## src/rtl/source_token_scanner_unit_defines.svh

```systemverilog
// Assertion macros used by the scanner RTL (sts_scan).
// Define NO_ASSERTIONS to compile the checks out.
`ifndef SOURCE_TOKEN_SCANNER_UNIT_DEFINES_SVH
`define SOURCE_TOKEN_SCANNER_UNIT_DEFINES_SVH

`ifndef NO_ASSERTIONS

// Property that must hold at every clock edge outside reset.
`define STSU_ASSERT(lbl, clk, rst_n, prop) \
	lbl: assert property (@(posedge clk) disable iff (!rst_n) (prop)) \
		else $error("scanner check failed");

// Condition in one cycle implies a condition in the next cycle.
`define STSU_ASSERT_NEXT(lbl, clk, rst_n, ante, cons) \
	lbl: assert property (@(posedge clk) disable iff (!rst_n) (ante) |=> (cons)) \
		else $error("scanner sequence check failed");

`else

`define STSU_ASSERT(lbl, clk, rst_n, prop)
`define STSU_ASSERT_NEXT(lbl, clk, rst_n, ante, cons)

`endif

`endif

```

## src/rtl/sts_pkg.sv

```systemverilog
package sts_pkg;

	// Character codes
	localparam logic [7:0] CH_TAB   = 8'h09;
	localparam logic [7:0] CH_LF    = 8'h0A;
	localparam logic [7:0] CH_CR    = 8'h0D;
	localparam logic [7:0] CH_SP    = 8'h20;
	localparam logic [7:0] CH_PCT   = 8'h25;
	localparam logic [7:0] CH_STAR  = 8'h2A;
	localparam logic [7:0] CH_PLUS  = 8'h2B;
	localparam logic [7:0] CH_MINUS = 8'h2D;
	localparam logic [7:0] CH_DOT   = 8'h2E;
	localparam logic [7:0] CH_SLASH = 8'h2F;
	localparam logic [7:0] CH_LT    = 8'h3C;
	localparam logic [7:0] CH_EQ    = 8'h3D;
	localparam logic [7:0] CH_GT    = 8'h3E;
	localparam logic [7:0] CH_USCORE = 8'h5F;
	localparam logic [7:0] CH_V     = 8'h76;
	localparam logic [7:0] CH_A     = 8'h61;
	localparam logic [7:0] CH_R     = 8'h72;

	localparam int LEN_W = 7;
	localparam int POS_W = 16;
	localparam logic [POS_W-1:0] POS_MAX = '1;
	localparam logic [LEN_W-1:0] KW_LEN = 7'd3;

	// Result queue
	localparam int FIFO_DEPTH = 4;
	localparam int FIFO_AW = $clog2(FIFO_DEPTH);
	localparam int FIFO_CW = $clog2(FIFO_DEPTH + 1);

	typedef enum logic [2:0] {
		MODE_IDLE,
		MODE_PLUS,
		MODE_MINUS,
		MODE_SLASH,
		MODE_COMMENT,
		MODE_WORD
	} mode_t;

	typedef enum logic [3:0] {
		KIND_PLUS,
		KIND_PLUS_EQ,
		KIND_MINUS,
		KIND_MINUS_EQ,
		KIND_STAR,
		KIND_SLASH,
		KIND_EQ,
		KIND_MOD,
		KIND_LT,
		KIND_GT,
		KIND_COMMENT,
		KIND_NUMBER,
		KIND_IDENT,
		KIND_VAR,
		KIND_ERROR
	} kind_t;

	typedef enum logic [2:0] {
		NUM_START,
		NUM_INT,
		NUM_INT_US,
		NUM_DOT,
		NUM_FRAC,
		NUM_FRAC_US,
		NUM_DEAD
	} num_t;

	// Incremental word classifier state
	typedef struct packed {
		logic [LEN_W-1:0] len;
		num_t             num;
		logic             name_ok;
		logic [1:0]       kw;
	} word_t;

	localparam word_t WORD_INIT = '{len: '0, num: NUM_START, name_ok: 1'b1, kw: 2'd0};

	typedef struct packed {
		kind_t            kind;
		logic [POS_W-1:0] line;
		logic [POS_W-1:0] column;
	} token_t;

	// Up to two tokens per item; first is emitted before second
	typedef struct packed {
		logic [1:0] valid;
		token_t     first;
		token_t     second;
	} emit_t;

	typedef struct packed {
		token_t tok;
		logic   last;
	} entry_t;

	function automatic logic is_digit(input logic [7:0] c);
		return (c >= 8'h30) && (c <= 8'h39);
	endfunction

	function automatic logic is_letter(input logic [7:0] c);
		return ((c >= 8'h41) && (c <= 8'h5A)) || ((c >= 8'h61) && (c <= 8'h7A));
	endfunction

	function automatic logic is_word_end(input logic [7:0] c);
		return (c == CH_SP) || ((c >= CH_TAB) && (c <= CH_CR));
	endfunction

	function automatic logic [7:0] kw_char(input logic [1:0] idx);
		logic [7:0] ch;
		case (idx)
			2'd0:    ch = CH_V;
			2'd1:    ch = CH_A;
			2'd2:    ch = CH_R;
			default: ch = 8'h00;
		endcase
		return ch;
	endfunction

	// Feed one character into the word classifier
	function automatic word_t word_add(input word_t w, input logic [7:0] c,
	                                   input logic [LEN_W-1:0] max_len);
		word_t r;
		r = w;
		if (w.len >= max_len) begin
			r.num = NUM_DEAD;
			r.name_ok = 1'b0;
		end else begin
			// number pattern
			if (is_digit(c)) begin
				case (w.num)
					NUM_START, NUM_INT, NUM_INT_US: r.num = NUM_INT;
					NUM_DOT, NUM_FRAC, NUM_FRAC_US: r.num = NUM_FRAC;
					default:                        r.num = NUM_DEAD;
				endcase
			end else if (c == CH_USCORE) begin
				case (w.num)
					NUM_INT:  r.num = NUM_INT_US;
					NUM_FRAC: r.num = NUM_FRAC_US;
					default:  r.num = NUM_DEAD;
				endcase
			end else if (c == CH_DOT) begin
				r.num = (w.num == NUM_INT) ? NUM_DOT : NUM_DEAD;
			end else begin
				r.num = NUM_DEAD;
			end
			// identifier pattern
			if (w.len == '0) begin
				if (!is_letter(c))
					r.name_ok = 1'b0;
			end else if (!(is_letter(c) || is_digit(c) || (c == CH_USCORE))) begin
				r.name_ok = 1'b0;
			end
			// keyword prefix match
			if ((w.kw != 2'd3) && ({5'd0, w.kw} == w.len) && (c == kw_char(w.kw)))
				r.kw = w.kw + 2'd1;
			r.len = w.len + 1'b1;
		end
		return r;
	endfunction

	function automatic kind_t word_kind(input word_t w);
		kind_t k;
		if ((w.num == NUM_INT) || (w.num == NUM_FRAC))
			k = KIND_NUMBER;
		else if (w.name_ok)
			k = ((w.kw == 2'd3) && (w.len == KW_LEN)) ? KIND_VAR : KIND_IDENT;
		else
			k = KIND_ERROR;
		return k;
	endfunction

endpackage

```

## src/rtl/sts_scan.sv

```systemverilog
`include "source_token_scanner_unit_defines.svh"

module sts_scan #(
	parameter int MAX_WORD_CHARS = 63
) (
	input  logic           clk,
	input  logic           arst_n,
	input  logic           step,
	input  logic [7:0]     text_byte,
	input  logic           end_of_text,
	output sts_pkg::emit_t emit
);
	import sts_pkg::*;

	localparam logic [LEN_W-1:0] MaxLen = LEN_W'(MAX_WORD_CHARS);

	mode_t            mode_q, mode_n, i_mode;
	word_t            word_q, word_n, i_word;
	logic [POS_W-1:0] line_q, line_n, col_q, col_n;
	logic [POS_W-1:0] start_line_q, start_col_q;
	logic             start_set;
	logic             i_emit, i_start, use_idle, p_emit;
	kind_t            i_kind, p_kind;
	token_t           p_tok, i_tok;

	// What the byte would do if seen in idle
	always_comb begin
		i_mode  = MODE_IDLE;
		i_emit  = 1'b0;
		i_kind  = KIND_ERROR;
		i_start = 1'b0;
		i_word  = word_add(WORD_INIT, text_byte, MaxLen);
		case (text_byte)
			CH_SP, CH_CR, CH_TAB, CH_LF: begin
				i_mode = MODE_IDLE;
			end
			CH_PLUS:  begin i_mode = MODE_PLUS;  i_start = 1'b1; end
			CH_MINUS: begin i_mode = MODE_MINUS; i_start = 1'b1; end
			CH_SLASH: begin i_mode = MODE_SLASH; i_start = 1'b1; end
			CH_STAR:  begin i_emit = 1'b1; i_kind = KIND_STAR; end
			CH_EQ:    begin i_emit = 1'b1; i_kind = KIND_EQ; end
			CH_PCT:   begin i_emit = 1'b1; i_kind = KIND_MOD; end
			CH_LT:    begin i_emit = 1'b1; i_kind = KIND_LT; end
			CH_GT:    begin i_emit = 1'b1; i_kind = KIND_GT; end
			default: begin
				i_mode  = MODE_WORD;
				i_start = 1'b1;
			end
		endcase
	end

	// Mode transitions and pending token flush
	always_comb begin
		mode_n   = mode_q;
		word_n   = word_q;
		p_emit   = 1'b0;
		p_kind   = KIND_ERROR;
		use_idle = 1'b0;
		if (end_of_text) begin
			case (mode_q)
				MODE_PLUS:  begin p_emit = 1'b1; p_kind = KIND_PLUS; end
				MODE_MINUS: begin p_emit = 1'b1; p_kind = KIND_MINUS; end
				MODE_SLASH: begin p_emit = 1'b1; p_kind = KIND_SLASH; end
				MODE_WORD:  begin p_emit = 1'b1; p_kind = word_kind(word_q); end
				default:    p_emit = 1'b0;
			endcase
			mode_n = MODE_IDLE;
		end else begin
			case (mode_q)
				MODE_PLUS: begin
					p_emit = 1'b1;
					if (text_byte == CH_EQ) begin
						p_kind = KIND_PLUS_EQ;
						mode_n = MODE_IDLE;
					end else begin
						p_kind   = KIND_PLUS;
						use_idle = 1'b1;
					end
				end
				MODE_MINUS: begin
					p_emit = 1'b1;
					if (text_byte == CH_EQ) begin
						p_kind = KIND_MINUS_EQ;
						mode_n = MODE_IDLE;
					end else begin
						p_kind   = KIND_MINUS;
						use_idle = 1'b1;
					end
				end
				MODE_SLASH: begin
					p_emit = 1'b1;
					if (text_byte == CH_SLASH) begin
						p_kind = KIND_COMMENT;
						mode_n = MODE_COMMENT;
					end else begin
						p_kind   = KIND_SLASH;
						use_idle = 1'b1;
					end
				end
				MODE_COMMENT: begin
					if (text_byte == CH_LF)
						mode_n = MODE_IDLE;
				end
				MODE_WORD: begin
					if (is_word_end(text_byte)) begin
						p_emit = 1'b1;
						p_kind = word_kind(word_q);
						mode_n = MODE_IDLE;
					end else begin
						word_n = word_add(word_q, text_byte, MaxLen);
					end
				end
				default: use_idle = 1'b1;
			endcase
		end
		if (use_idle) begin
			mode_n = i_mode;
			if (i_mode == MODE_WORD)
				word_n = i_word;
		end
	end

	assign start_set = use_idle && i_start;

	// Position tracking, saturating
	always_comb begin
		line_n = line_q;
		col_n  = col_q;
		if (!end_of_text) begin
			if (text_byte == CH_LF) begin
				if (line_q != POS_MAX)
					line_n = line_q + 1'b1;
				col_n = POS_W'(1);
			end else if (col_q != POS_MAX) begin
				col_n = col_q + 1'b1;
			end
		end
	end

	// Pack results in emission order
	always_comb begin
		p_tok.kind   = p_kind;
		p_tok.line   = start_line_q;
		p_tok.column = start_col_q;
		i_tok.kind   = i_kind;
		i_tok.line   = line_q;
		i_tok.column = col_q;
		emit.valid[0] = step && (p_emit || (use_idle && i_emit));
		emit.valid[1] = step && p_emit && use_idle && i_emit;
		emit.first    = p_emit ? p_tok : i_tok;
		emit.second   = i_tok;
	end

	// Scanner state
	always_ff @(posedge clk or negedge arst_n) begin
		if (!arst_n) begin
			mode_q       <= MODE_IDLE;
			word_q       <= WORD_INIT;
			line_q       <= POS_W'(1);
			col_q        <= POS_W'(1);
			start_line_q <= '0;
			start_col_q  <= '0;
		end else if (step) begin
			mode_q <= mode_n;
			word_q <= word_n;
			line_q <= line_n;
			col_q  <= col_n;
			if (start_set) begin
				start_line_q <= line_q;
				start_col_q  <= col_q;
			end
		end
	end

	`STSU_ASSERT(a_len_bound, clk, arst_n, word_q.len <= MaxLen)
	`STSU_ASSERT(a_second_needs_first, clk, arst_n, !emit.valid[1] || emit.valid[0])
	`STSU_ASSERT_NEXT(a_comment_entry, clk, arst_n, mode_q != MODE_SLASH && mode_q != MODE_COMMENT, mode_q != MODE_COMMENT)

endmodule

```

## src/rtl/sts_result_fifo.sv

```systemverilog
module sts_result_fifo (
	input  logic           clk,
	input  logic           arst_n,
	input  sts_pkg::emit_t emit,
	output logic           room,
	output logic           out_valid,
	input  logic           out_ready,
	output sts_pkg::entry_t out_entry
);
	import sts_pkg::*;

	entry_t             mem_q [FIFO_DEPTH];
	logic [FIFO_AW-1:0] wr_q, rd_q;
	logic [FIFO_CW-1:0] count_q;
	logic               pop;
	logic [FIFO_CW-1:0] n_push;

	assign pop       = out_valid && out_ready;
	assign out_valid = (count_q != '0);
	assign out_entry = mem_q[rd_q];
	// two free slots needed: an item may produce two tokens
	assign room      = (count_q <= FIFO_CW'(FIFO_DEPTH - 2));
	assign n_push    = FIFO_CW'(emit.valid[0]) + FIFO_CW'(emit.valid[1]);

	// Entry storage
	always_ff @(posedge clk) begin
		if (emit.valid[0]) begin
			mem_q[wr_q].tok  <= emit.first;
			mem_q[wr_q].last <= !emit.valid[1];
		end
		if (emit.valid[1]) begin
			mem_q[wr_q + 1'b1].tok  <= emit.second;
			mem_q[wr_q + 1'b1].last <= 1'b1;
		end
	end

	// Pointers and fill level
	always_ff @(posedge clk or negedge arst_n) begin
		if (!arst_n) begin
			wr_q    <= '0;
			rd_q    <= '0;
			count_q <= '0;
		end else begin
			wr_q    <= wr_q + FIFO_AW'(n_push);
			if (pop)
				rd_q <= rd_q + 1'b1;
			count_q <= count_q + n_push - FIFO_CW'(pop);
		end
	end

endmodule

```

## src/rtl/source_token_scanner_unit.sv

```systemverilog
// Source text tokenizer. One text byte (or an end marker on tlast) is taken per
// cycle; each item yields zero, one or two tokens with kind, line and column of
// the token's first character, the final token of an item flagged on tlast.
// A byte is registered on acceptance, scanned once the result queue has room, and
// its tokens are written to that queue for output. The input keeps a rate
// of one item per cycle while tokens drain at least as fast as they appear; the
// output moves one token per cycle, so an item that gives two tokens costs a
// second output cycle, absorbed by a four-entry result queue that must hold two
// free slots before the next byte is scanned.
module source_token_scanner_unit #(
	parameter int MAX_WORD_CHARS = 63
) (
	input  logic        clk,
	input  logic        arst_n,
	input  logic        s_axis_tvalid,
	output logic        s_axis_tready,
	input  logic [7:0]  s_axis_tdata,   // [7:0] text_byte
	input  logic        s_axis_tlast,   // end_of_text
	output logic        m_axis_tvalid,
	input  logic        m_axis_tready,
	output logic [39:0] m_axis_tdata,   // [3:0] token_kind, [19:4] token_line,
	                                    // [35:20] token_column, [39:36] zero
	output logic        m_axis_tlast    // last_of_run
);
	import sts_pkg::*;

	logic       valid_s1;
	logic [7:0] byte_s1;
	logic       eot_s1;
	logic       room;
	logic       step;
	emit_t      emit;
	entry_t     out_entry;

	assign step          = valid_s1 && room;
	assign s_axis_tready = !valid_s1 || step;

	// Input register
	always_ff @(posedge clk or negedge arst_n) begin
		if (!arst_n) begin
			valid_s1 <= 1'b0;
		end else if (s_axis_tready) begin
			valid_s1 <= s_axis_tvalid;
		end
	end

	always_ff @(posedge clk) begin
		if (s_axis_tvalid && s_axis_tready) begin
			byte_s1 <= s_axis_tdata;
			eot_s1  <= s_axis_tlast;
		end
	end

	sts_scan #(
		.MAX_WORD_CHARS(MAX_WORD_CHARS)
	) u_scan (
		.clk         (clk),
		.arst_n      (arst_n),
		.step        (step),
		.text_byte   (byte_s1),
		.end_of_text (eot_s1),
		.emit        (emit)
	);

	sts_result_fifo u_fifo (
		.clk       (clk),
		.arst_n    (arst_n),
		.emit      (emit),
		.room      (room),
		.out_valid (m_axis_tvalid),
		.out_ready (m_axis_tready),
		.out_entry (out_entry)
	);

	// Output packing
	assign m_axis_tdata = {4'b0000, out_entry.tok.column, out_entry.tok.line,
	                       out_entry.tok.kind};
	assign m_axis_tlast = out_entry.last;

endmodule
```

## config.mk

```make
export PLATFORM = sky130hd
export DESIGN_NAME = source_token_scanner_unit
export DESIGN_NICKNAME = d
export VERILOG_FILES = /design/src/rtl/sts_pkg.sv /design/src/rtl/sts_scan.sv /design/src/rtl/sts_result_fifo.sv /design/src/rtl/source_token_scanner_unit.sv
export VERILOG_INCLUDE_DIRS = /design/src /design/src/rtl
export SDC_FILE = /design/constraint.sdc
export NUM_CORES = 1
export LEC_CHECK = 0
export ABC_AREA = 1
export BUFFER_PORTS_ARGS = -buffer_cell sky130_fd_sc_hd__buf_2
export CAP_MARGIN = 20
export CELL_PAD_IN_SITES_DETAIL_PLACEMENT = 0
export CELL_PAD_IN_SITES_GLOBAL_PLACEMENT = 1
export CORE_ASPECT_RATIO = 1.25
export CORE_MARGIN = 2
export CORE_UTILIZATION = 35
export CTS_CLUSTER_DIAMETER = 40
export CTS_CLUSTER_SIZE = 12
export DETAILED_ROUTE_END_ITERATION = 8
export HOLD_SLACK_MARGIN = 0.05
export PLACE_DENSITY_LB_ADDON = 0.1
export RECOVER_POWER = 100
export SETUP_SLACK_MARGIN = 0.1
export SLEW_MARGIN = 20
export SYNTH_ARGS = -nofsm -noshare
export SYNTH_HDL_FRONTEND = slang
export SYNTH_HIERARCHICAL = 1
export SYNTH_SLANG_ARGS = --single-unit
```

## constraint.sdc

```tcl
create_clock -name clk -period 4.7 [get_ports clk]
set_input_delay 0.235 -clock clk [delete_from_list [all_inputs] [get_ports clk]]
set_output_delay 0.235 -clock clk [all_outputs]
set_load 0.005 [all_outputs]
```

# Yosys cells after proc, flatten, opt, wreduce, memory -nomap -nowiden
# Memory sizes are Yosys's and may differ from the RTL's.
# Index checks and enable logic that the tools add are counted.
# classes
n_div	0
add_sub_neg	10
bitwise	1
magnitude_cmp	10
n_eq_ne	39
multipliers	0
shifts	0
n_mux	62
n_reduce_logical	43
# ops
cell	n
8-bit by 6-bit equality test with 1-bit output, second input constant	10
13-bit two-way mux	5
36-bit two-way mux	1
3-bit two-way mux	11
16-bit by 1-bit adder with 16-bit output, second input constant	2
16-bit two-way mux	2
8-bit two-way mux	4
16-bit inequality test, second input constant	2
4-bit one-hot mux with 4 select lines	2
8-bit by 4-bit equality test with 1-bit output, second input constant	3
4-bit two-way mux	6
3-bit one-hot mux with 4 select lines	2
7-bit one-hot mux with 3 select lines	1
1-bit two-way mux	20
4-bit one-hot mux with 5 select lines	1
8-bit by 7-bit equality test with 1-bit output, second input constant	2
8-bit by 7-bit >= comparator with 1-bit output, second input constant	2
8-bit by 7-bit <= comparator with 1-bit output, second input constant	2
1-bit logical AND	16
3-bit equality test, second input constant	5
3-bit by 2-bit equality test with 1-bit output, second input constant	4
4-bit by 2-bit inequality test with 1-bit output, second input constant	3
3-bit one-hot mux with 2 select lines	2
3-bit OR reduction	3
41 further kinds	54
# totals
romBits	0
reg_bits	97
memories	1
input_bits	13
latchBits	0
out_inout_bits	43
word_cells	181
mem_bits_rw	148
# memory_table
name	words	width	read_ports	rd_clocked_by_memory_dff	wr	line_no	source
u_fifo.mem_q	4	37	1	0	2	sts_result_fifo.sv:12	entry_t mem_q [FIFO_DEPTH];

# Longest topological paths before layout
# Gate-level depths: netlist of run 1.
# logic_depth
word_depth	15
depth_mapped	21
ltp_nobuf	20

# Hierarchy
# The synthesis of run 1 kept the hierarchy.
# by_module_without_submodules
mod	area_per_inst_um2	seq_area_each_um2	cells_each	n_inst
sts_result_fifo	8475.6	4579.4	933	1
sts_scan	5383.9	2005.7	756	1
source_token_scanner_unit	356.6	295.3	22	1

# Worst setup path before layout of run 1
# Ideal clock, no wire load.
# synth_timing
path_type	register to register
startpoint	register byte_s1[4]
endpoint	memory u_fifo/mem_q[1][10] (netlist bit), enable pin
stages_incl_launch_ff	14
path_slack_ns	1.369
arrival_ns	2.938
synth_period_minus_slack_ns	3.331
setup_ns	0.394
path_buffers	4
required_ns	4.306
path_cell_list	edfxtp_1 inv_2 nand2_1 nor2_2 nand2_1 nand4_1 nand2_1 buf_2 buf_2 o21ai_0 buf_2 nand3_1 clkbuf_1 nand2_1
# synth_lines
item	line_no	source
start: declaration	source_token_scanner_unit.sv:28	logic [7:0] byte_s1;
start signal: assignment	source_token_scanner_unit.sv:49	byte_s1 <= s_axis_tdata;
end: declaration	sts_result_fifo.sv:12	

==> results.md, run 1 <==
- WP data required: 5040 ps
- Top-count cell post-synth: nand2_1
- Worst-Margin Slew: 2250 ps
- Worst Path Max Fanout: 80
- H-tree depth: 2
- Max VDD drop: 0.300 mV
- RR Startpoint: byte_s1[7]
- DRC viols: 0
- # setup viols final: 0
- Slew Viols, Final: 217
- Pin count of the biggest net entering global routing: 81
- Via count: 11847
- Chip Width: 184 microns
- Top cell type's share of synthesized area: 32.3%
- Post-synthesis sequential area ratio: 48.4%
- Diodes inserted: 0
- DP Area: 14700 sq um
- Row cnt: 82
- Worst-Skew Late Latency: 550 ps
- Post-route antenna net violation count: 0
- Synth cell count leaders: 348 x nand2_1, 211 x o21ai_0, 184 x inv_1, 153 x edfxtp_1, 133 x nor2_1
- Largest stage delay, worst path: 1300 ps
- First-pass GRT wire length: 67.8 mm
- Leading area contributor after synthesis: edfxtp_1
- #FFs+latches synth: 245
- Die Y: 229 microns
- Total GRT Usage: 20.8%
- Top_reg_cell synth: edfxtp_1
- Die area: 42300 sq um
- Post-synth EDFFs: 153
- Util after Layout: 40.1%
- Max-cap violation count: 4
- Starting Density: 35.4%
- Iter 0 DRT Violations: 812
- Crit path launch: byte_s1[7]
- Multiplexer share of the synthesized area: 0%
- Complex-gate fraction of the synthesized area: 13.2%
- Area grow syn2layout: 13.3%
- Final instance area: 16100 sq um
- Fmax: 252 MHz
- Core area: 40100 sq um
- Layout cells sized above 1: 10.2%
- Initial antenna violation count: 1
- Hold buffers post-CTS: 12
- Worst hold path class: in2async
- Setup TNS Final: 0 ps
- Worst EP arrival: 4300 ps
- IO Pins: 56
- Worst setup EP type: flip-flop
- Leak: 6.37 nW
- Main combinational cell family by area after synthesis: simple AND/OR/NAND/NOR gates
- Slew Limit Headroom: -49.9%
- Area contributors post-synth: edfxtp_1 32%, dfrtp_1 15%, nand2_1 9.2%
- Synth Area per Inst: 8.31 sq um
- Critical-path cell list: inv_1, nand2_2, nor2_1, nand2_1, nand4_1, nand2_2, nor2_1, clkbuf_2, nand4_1, o21ai_0
- Worst-case clock skew: 23.1 ps
- Startpoint class of the critical path: flip-flop
- PwrDens: 533 nW/um^2
- Syn Std Cell Area: 14200 sq um
- Gr ovfl total: 0
- Period utilization: 84.3%
- Clk pin slew, worst setup/hold paths: 40 ps
- Num CTS Buffers: 42
- Simple-gate share of the synthesized area: 25.2%
- Crit path time final: 3960 ps
- Synth cell types: 49
- Hold Violations, Final: 0
- Crit Path Category: reg2reg
- Status: finished, violations left
- Clock buffer depth: 3
- RSZ-0062 raised after global routing: false
- Sink Count: 245
- Post-DP HPWL: 26.6 mm
- CTS root buf: clkbuf_16
- Mapped Cells: 1711
- XOR/XNOR Fraction of Synth Area: 1.60%
- Post-CTS resize count: 0
- Yosys Warn Count: 6
- Routed vias/inst: 5.13
- Port-buffer cells: 51
- Drt first pass iters: 5
- WL/cell: 18.6 microns
- Synth async-reset ratio: 35.9%
- Nets: 1756
- Setup Fix Bufs, Post-CTS: 0
- Failing checks: max-capacitance violations, max-slew violations
- CTS tree: done
- GPL Wtd Cong: 0.895
- Post-Synth Adder-Cell Area: 1.28%
- Vias in the first global route: 11834
- Post-Route WL: 42.9 mm
- Register-to-Register Path Depth: 10
- Critical-path top delay cell: clkbuf_2
==> per-stage QoR <==
stage	power (mW)	setup WS (ps)	std cells	hold slack, ps
floorplan	4.48	1370	1714	-60.6
global placement	5.34	1080	2219	374
detailed placement	5.35	1010	2219	383
CTS	8.77	1010	2309	354
global route	9.08	383	2309	400
finish	8.59	740	2309	321
==> worst paths after layout <==
path	end	slack, ps
worst max-delay path	u_fifo/mem_q[0][10]	740
worst min-delay path	valid_s1	320
worst max register to register	u_fifo/mem_q[0][10]	740
worst min register to register	u_fifo/mem_q[3][0]	470
max in group asynchronous	u_scan/line_q[15]	1780
min in group clk	byte_s1[5]	410
==> placed cells by master, fill, tap and decap left out, types with 14 or more instances in the layout <==
cell type,n
nand2_1,344
o21ai_0,306
inv_1,184
edfxtp_1,153
nor2_1,136
nand4_1,126
nand3_1,104
dfrtp_1,82
clkbuf_16,43
clkbuf_1,36
nand2_2,31
buf_2,20
xor2_1,16
a21oi_1,14
buf_4,14
nor3_1,14
==> registers in the layout (all words and copies together), names as in the netlist <==
name	count
byte_s1	8
eot_s1	1
u_fifo/count_q	3
u_fifo/mem_q	148
u_fifo/rd_q	2
u_fifo/wr_q	2
u_scan/col_q	16
u_scan/line_q	16
u_scan/mode_q	3
u_scan/start_col_q	16
u_scan/start_line_q	16
u_scan/word_q	13
valid_s1	1
==> power by group <==
part,internal [mW],switching (mW),total [mW]
combinational,0.608,1.78,2.39
sequential,2.49,0.338,2.83
clock,2.22,1.15,3.37
==> worst max-delay path, delay by kind of cell, from the launching register on <==
| family | cells | cell delay, ps |
|---|---|---|
| buffers and inverters | 2 | 1410 |
| AOI/OAI and AO/OA | 1 | 180 |
| DFF | 1 | 440 |
| and+or+nand+nor | 7 | 1720 |
==> layer usage <==
layer	vias up	global-route usage [%]	routed length (microns)
met2	264	36.4	21400
li1	5829	-	-
met5	-	0	0
met1	5681	26.2	18700
met3	73	2.91	1660
met4	0	6.70	1080
==> cell families after synthesis <==
kind of cell / count (synthesis)
adder cells (fa/ha/maj): 14
flip-flops: 245
other: 1
XOR/XNOR: 26
AND/OR/NAND/NOR: 778
AO/OA/AOI/OAI: 336
buffers and inverters: 311
==> layout make-up <==
class | instances | area (sq um)
Clock buffer | 48 | 1110
Clock inverter | 30 | 434
Fill cell | 4185 | 24000
Inverter | 196 | 737
Multi-Input combinational cell | 1158 | 5720
Sequential cell | 245 | 6880
Tap cell | 546 | 683
Timing Repair Buffer | 86 | 529
(Power assumes the default switching activity.)
==> inputs of run 2 (changes only) <==
==> constraint.sdc (replaced) <==
create_clock -name clk -period 4.1 [get_ports clk]
set_input_delay 0.205 -clock clk [delete_from_list [all_inputs] [get_ports clk]]
set_output_delay 0.205 -clock clk [all_outputs]
set_load 0.005 [all_outputs]
==> run 2 against run 1 <==
The run still ends with max-capacitance violations, max-slew violations left. Critical path depth up 2. Sequential share of layout area shrank 0.097 points. Flip-flop and latch count stayed put. Hold slack better by 66 ps. Sequential power grew 13%.
==> results.md, run 2 (same netlist as run 1, synthesis figures left out) <==
- Worst hold path class: in2reg
- Die area: 42300 sq um
- Hold Violations, Final: 0
- Max-cap violation count: 2
- Commonest non-fill, non-tap cell in the layout: nand2_1
- Failing checks: max-capacitance violations, max-slew violations
- Slew Limit Headroom: -27.4%
- H-tree depth: 2
- Critical-path cell list: a21oi_1, nand2_1, inv_1, clkbuf_1, clkinv_1, buf_4, o21ai_0, clkbuf_1, nand3_2, buf_4, nand2_1, buf_12
- Setup TNS Final: 0 ps
- Worst-case clock skew: 22.8 ps
- Worst-Margin Slew: 1910 ps
- Crit path time final: 3520 ps
- Worst setup EP type: flip-flop
- Max VDD drop: 0.520 mV
- Num CTS Buffers: 40
- Clock buffer depth: 3
- CTS root buf: clkbuf_16
- Row cnt: 82
- Worst EP arrival: 3720 ps
- Status: finished, violations left
- Port-buffer cells: 51
- Most frequent cells in the layout: 347 x nand2_1, 299 x o21ai_0, 183 x inv_1
- Gr ovfl total: 0
- Total GRT Usage: 20.4%
- WP data required: 4300 ps
- Setup Fix Bufs, Post-CTS: 0
- Critical-path top delay cell: clkbuf_1
- IO Pins: 56
- Initial antenna violation count: 0
- GPL Wtd Cong: 0.837
- Post-DP HPWL: 26.2 mm
- Via count: 11779
- WL/cell: 18.3 microns
- Iter 0 DRT Violations: 729
- Sink Count: 245
- Clk pin slew, worst setup/hold paths: 50 ps
- Period utilization: 85.8%
- Pin count of the biggest net entering global routing: 97
- Diodes inserted: 0
- Slew Viols, Final: 91
- Leak: 6.41 nW
- Layout cells sized above 1: 10.7%
- Die Y: 229 microns
- CTS tree: done
- Area grow syn2layout: 13.5%
- Largest register FFs: 148
- Routed vias/inst: 5.09
- Largest stage delay, worst path: 550 ps
- First-pass GRT wire length: 66.8 mm
- Hold_ws: 388 ps
- Starting Density: 35.4%
- Chip Width: 184 microns
- Post-Route WL: 42.4 mm
- Fmax: 284 MHz
- PwrDens: 612 nW/um^2
- RSZ-0062 raised after global routing: false
- Crit Path Category: reg2reg
- Post-route antenna net violation count: 0
- Biggest register: u_fifo/mem_q
- # setup viols final: 0
- Nets: 1761
- Util after Layout: 40.2%
- Drt first pass iters: 5
- Startpoint class of the critical path: flip-flop
- DRC viols: 0
- Worst Path Max Fanout: 36
- Worst-Skew Late Latency: 550 ps
- Vias in the first global route: 11793
- Core area: 40100 sq um
run 2: power breakdown:
group	switching [mW]	leakage, nW	total, mW	internal [mW]
logic	2.11	2.99	2.84	0.729
clock network	1.26	0.735	3.84	2.57
registers	0.345	2.68	3.20	2.85
run 2: repair_timing:
action	4_1_cts	5_1_grt
resized for setup	0	0
hold buffers	12	0
hold endpoints to repair	66	0
run 2: cell type report:
cell class / count / area, sq um
clock inverter: 26 / 463
sequential: 245 / 6880
fill: 4095 / 24000
timing repair buffer: 93 / 576
clock buffer: 48 / 1070
inverter: 196 / 737
tap: 546 / 683
multi-input combinational: 1158 / 5720
run 2: worst max-delay path, delay by kind of cell, from the launching register on:
| family | cells | cell delay, ps |
|---|---|---|
| DFF | 1 | 390 |
| AOI/OAI and AO/OA | 2 | 490 |
| and+or+nand+nor | 3 | 360 |
| buffers and inverters | 7 | 1960 |
run 2: worst paths after layout:
| check | slack (ps) | to | startpoint | depth (start not counted) |
|---|---|---|---|---|
| max in group asynchronous | 920 | u_scan/line_q[13] | arst_n | 3 |
| min in group asynchronous | 670 | valid_s1 | arst_n | 2 |
| min | 390 | eot_s1 | s_axis_tlast | 2 |
| max reg2reg | 580 | u_fifo/mem_q[3][11] | u_fifo/count_q[0] | 12 |
| min reg2reg | 460 | u_fifo/mem_q[0][0] | u_fifo/mem_q[0][0] | 2 |
| max | 580 | u_fifo/mem_q[3][11] | u_fifo/count_q[0] | 12 |
run 2: metrics by stage:
stage / cell area [sq um] / std cells / setup slack [ps] / power, mW
floorplan: 14200 / 1714 / 769 / 5.13
global placement: 14700 / 2226 / 772 / 6.19
detailed placement: 14700 / 2226 / 697 / 6.19
CTS: 16400 / 2312 / 691 / 10.1
global route: 16100 / 2312 / 250 / 10.4
finish: 16100 / 2312 / 580 / 9.88
run 2: layer usage:
layer	GRT usage [%]	up-vias	part of all wire, %	routed length, microns
li1	-	5835	-	-
met1	24.9	5558	42	17900
met2	35.8	297	50	21100
met3	3.28	89	4.8	2050
met4	7.73	0	3.1	1330
met5	0	-	0	0
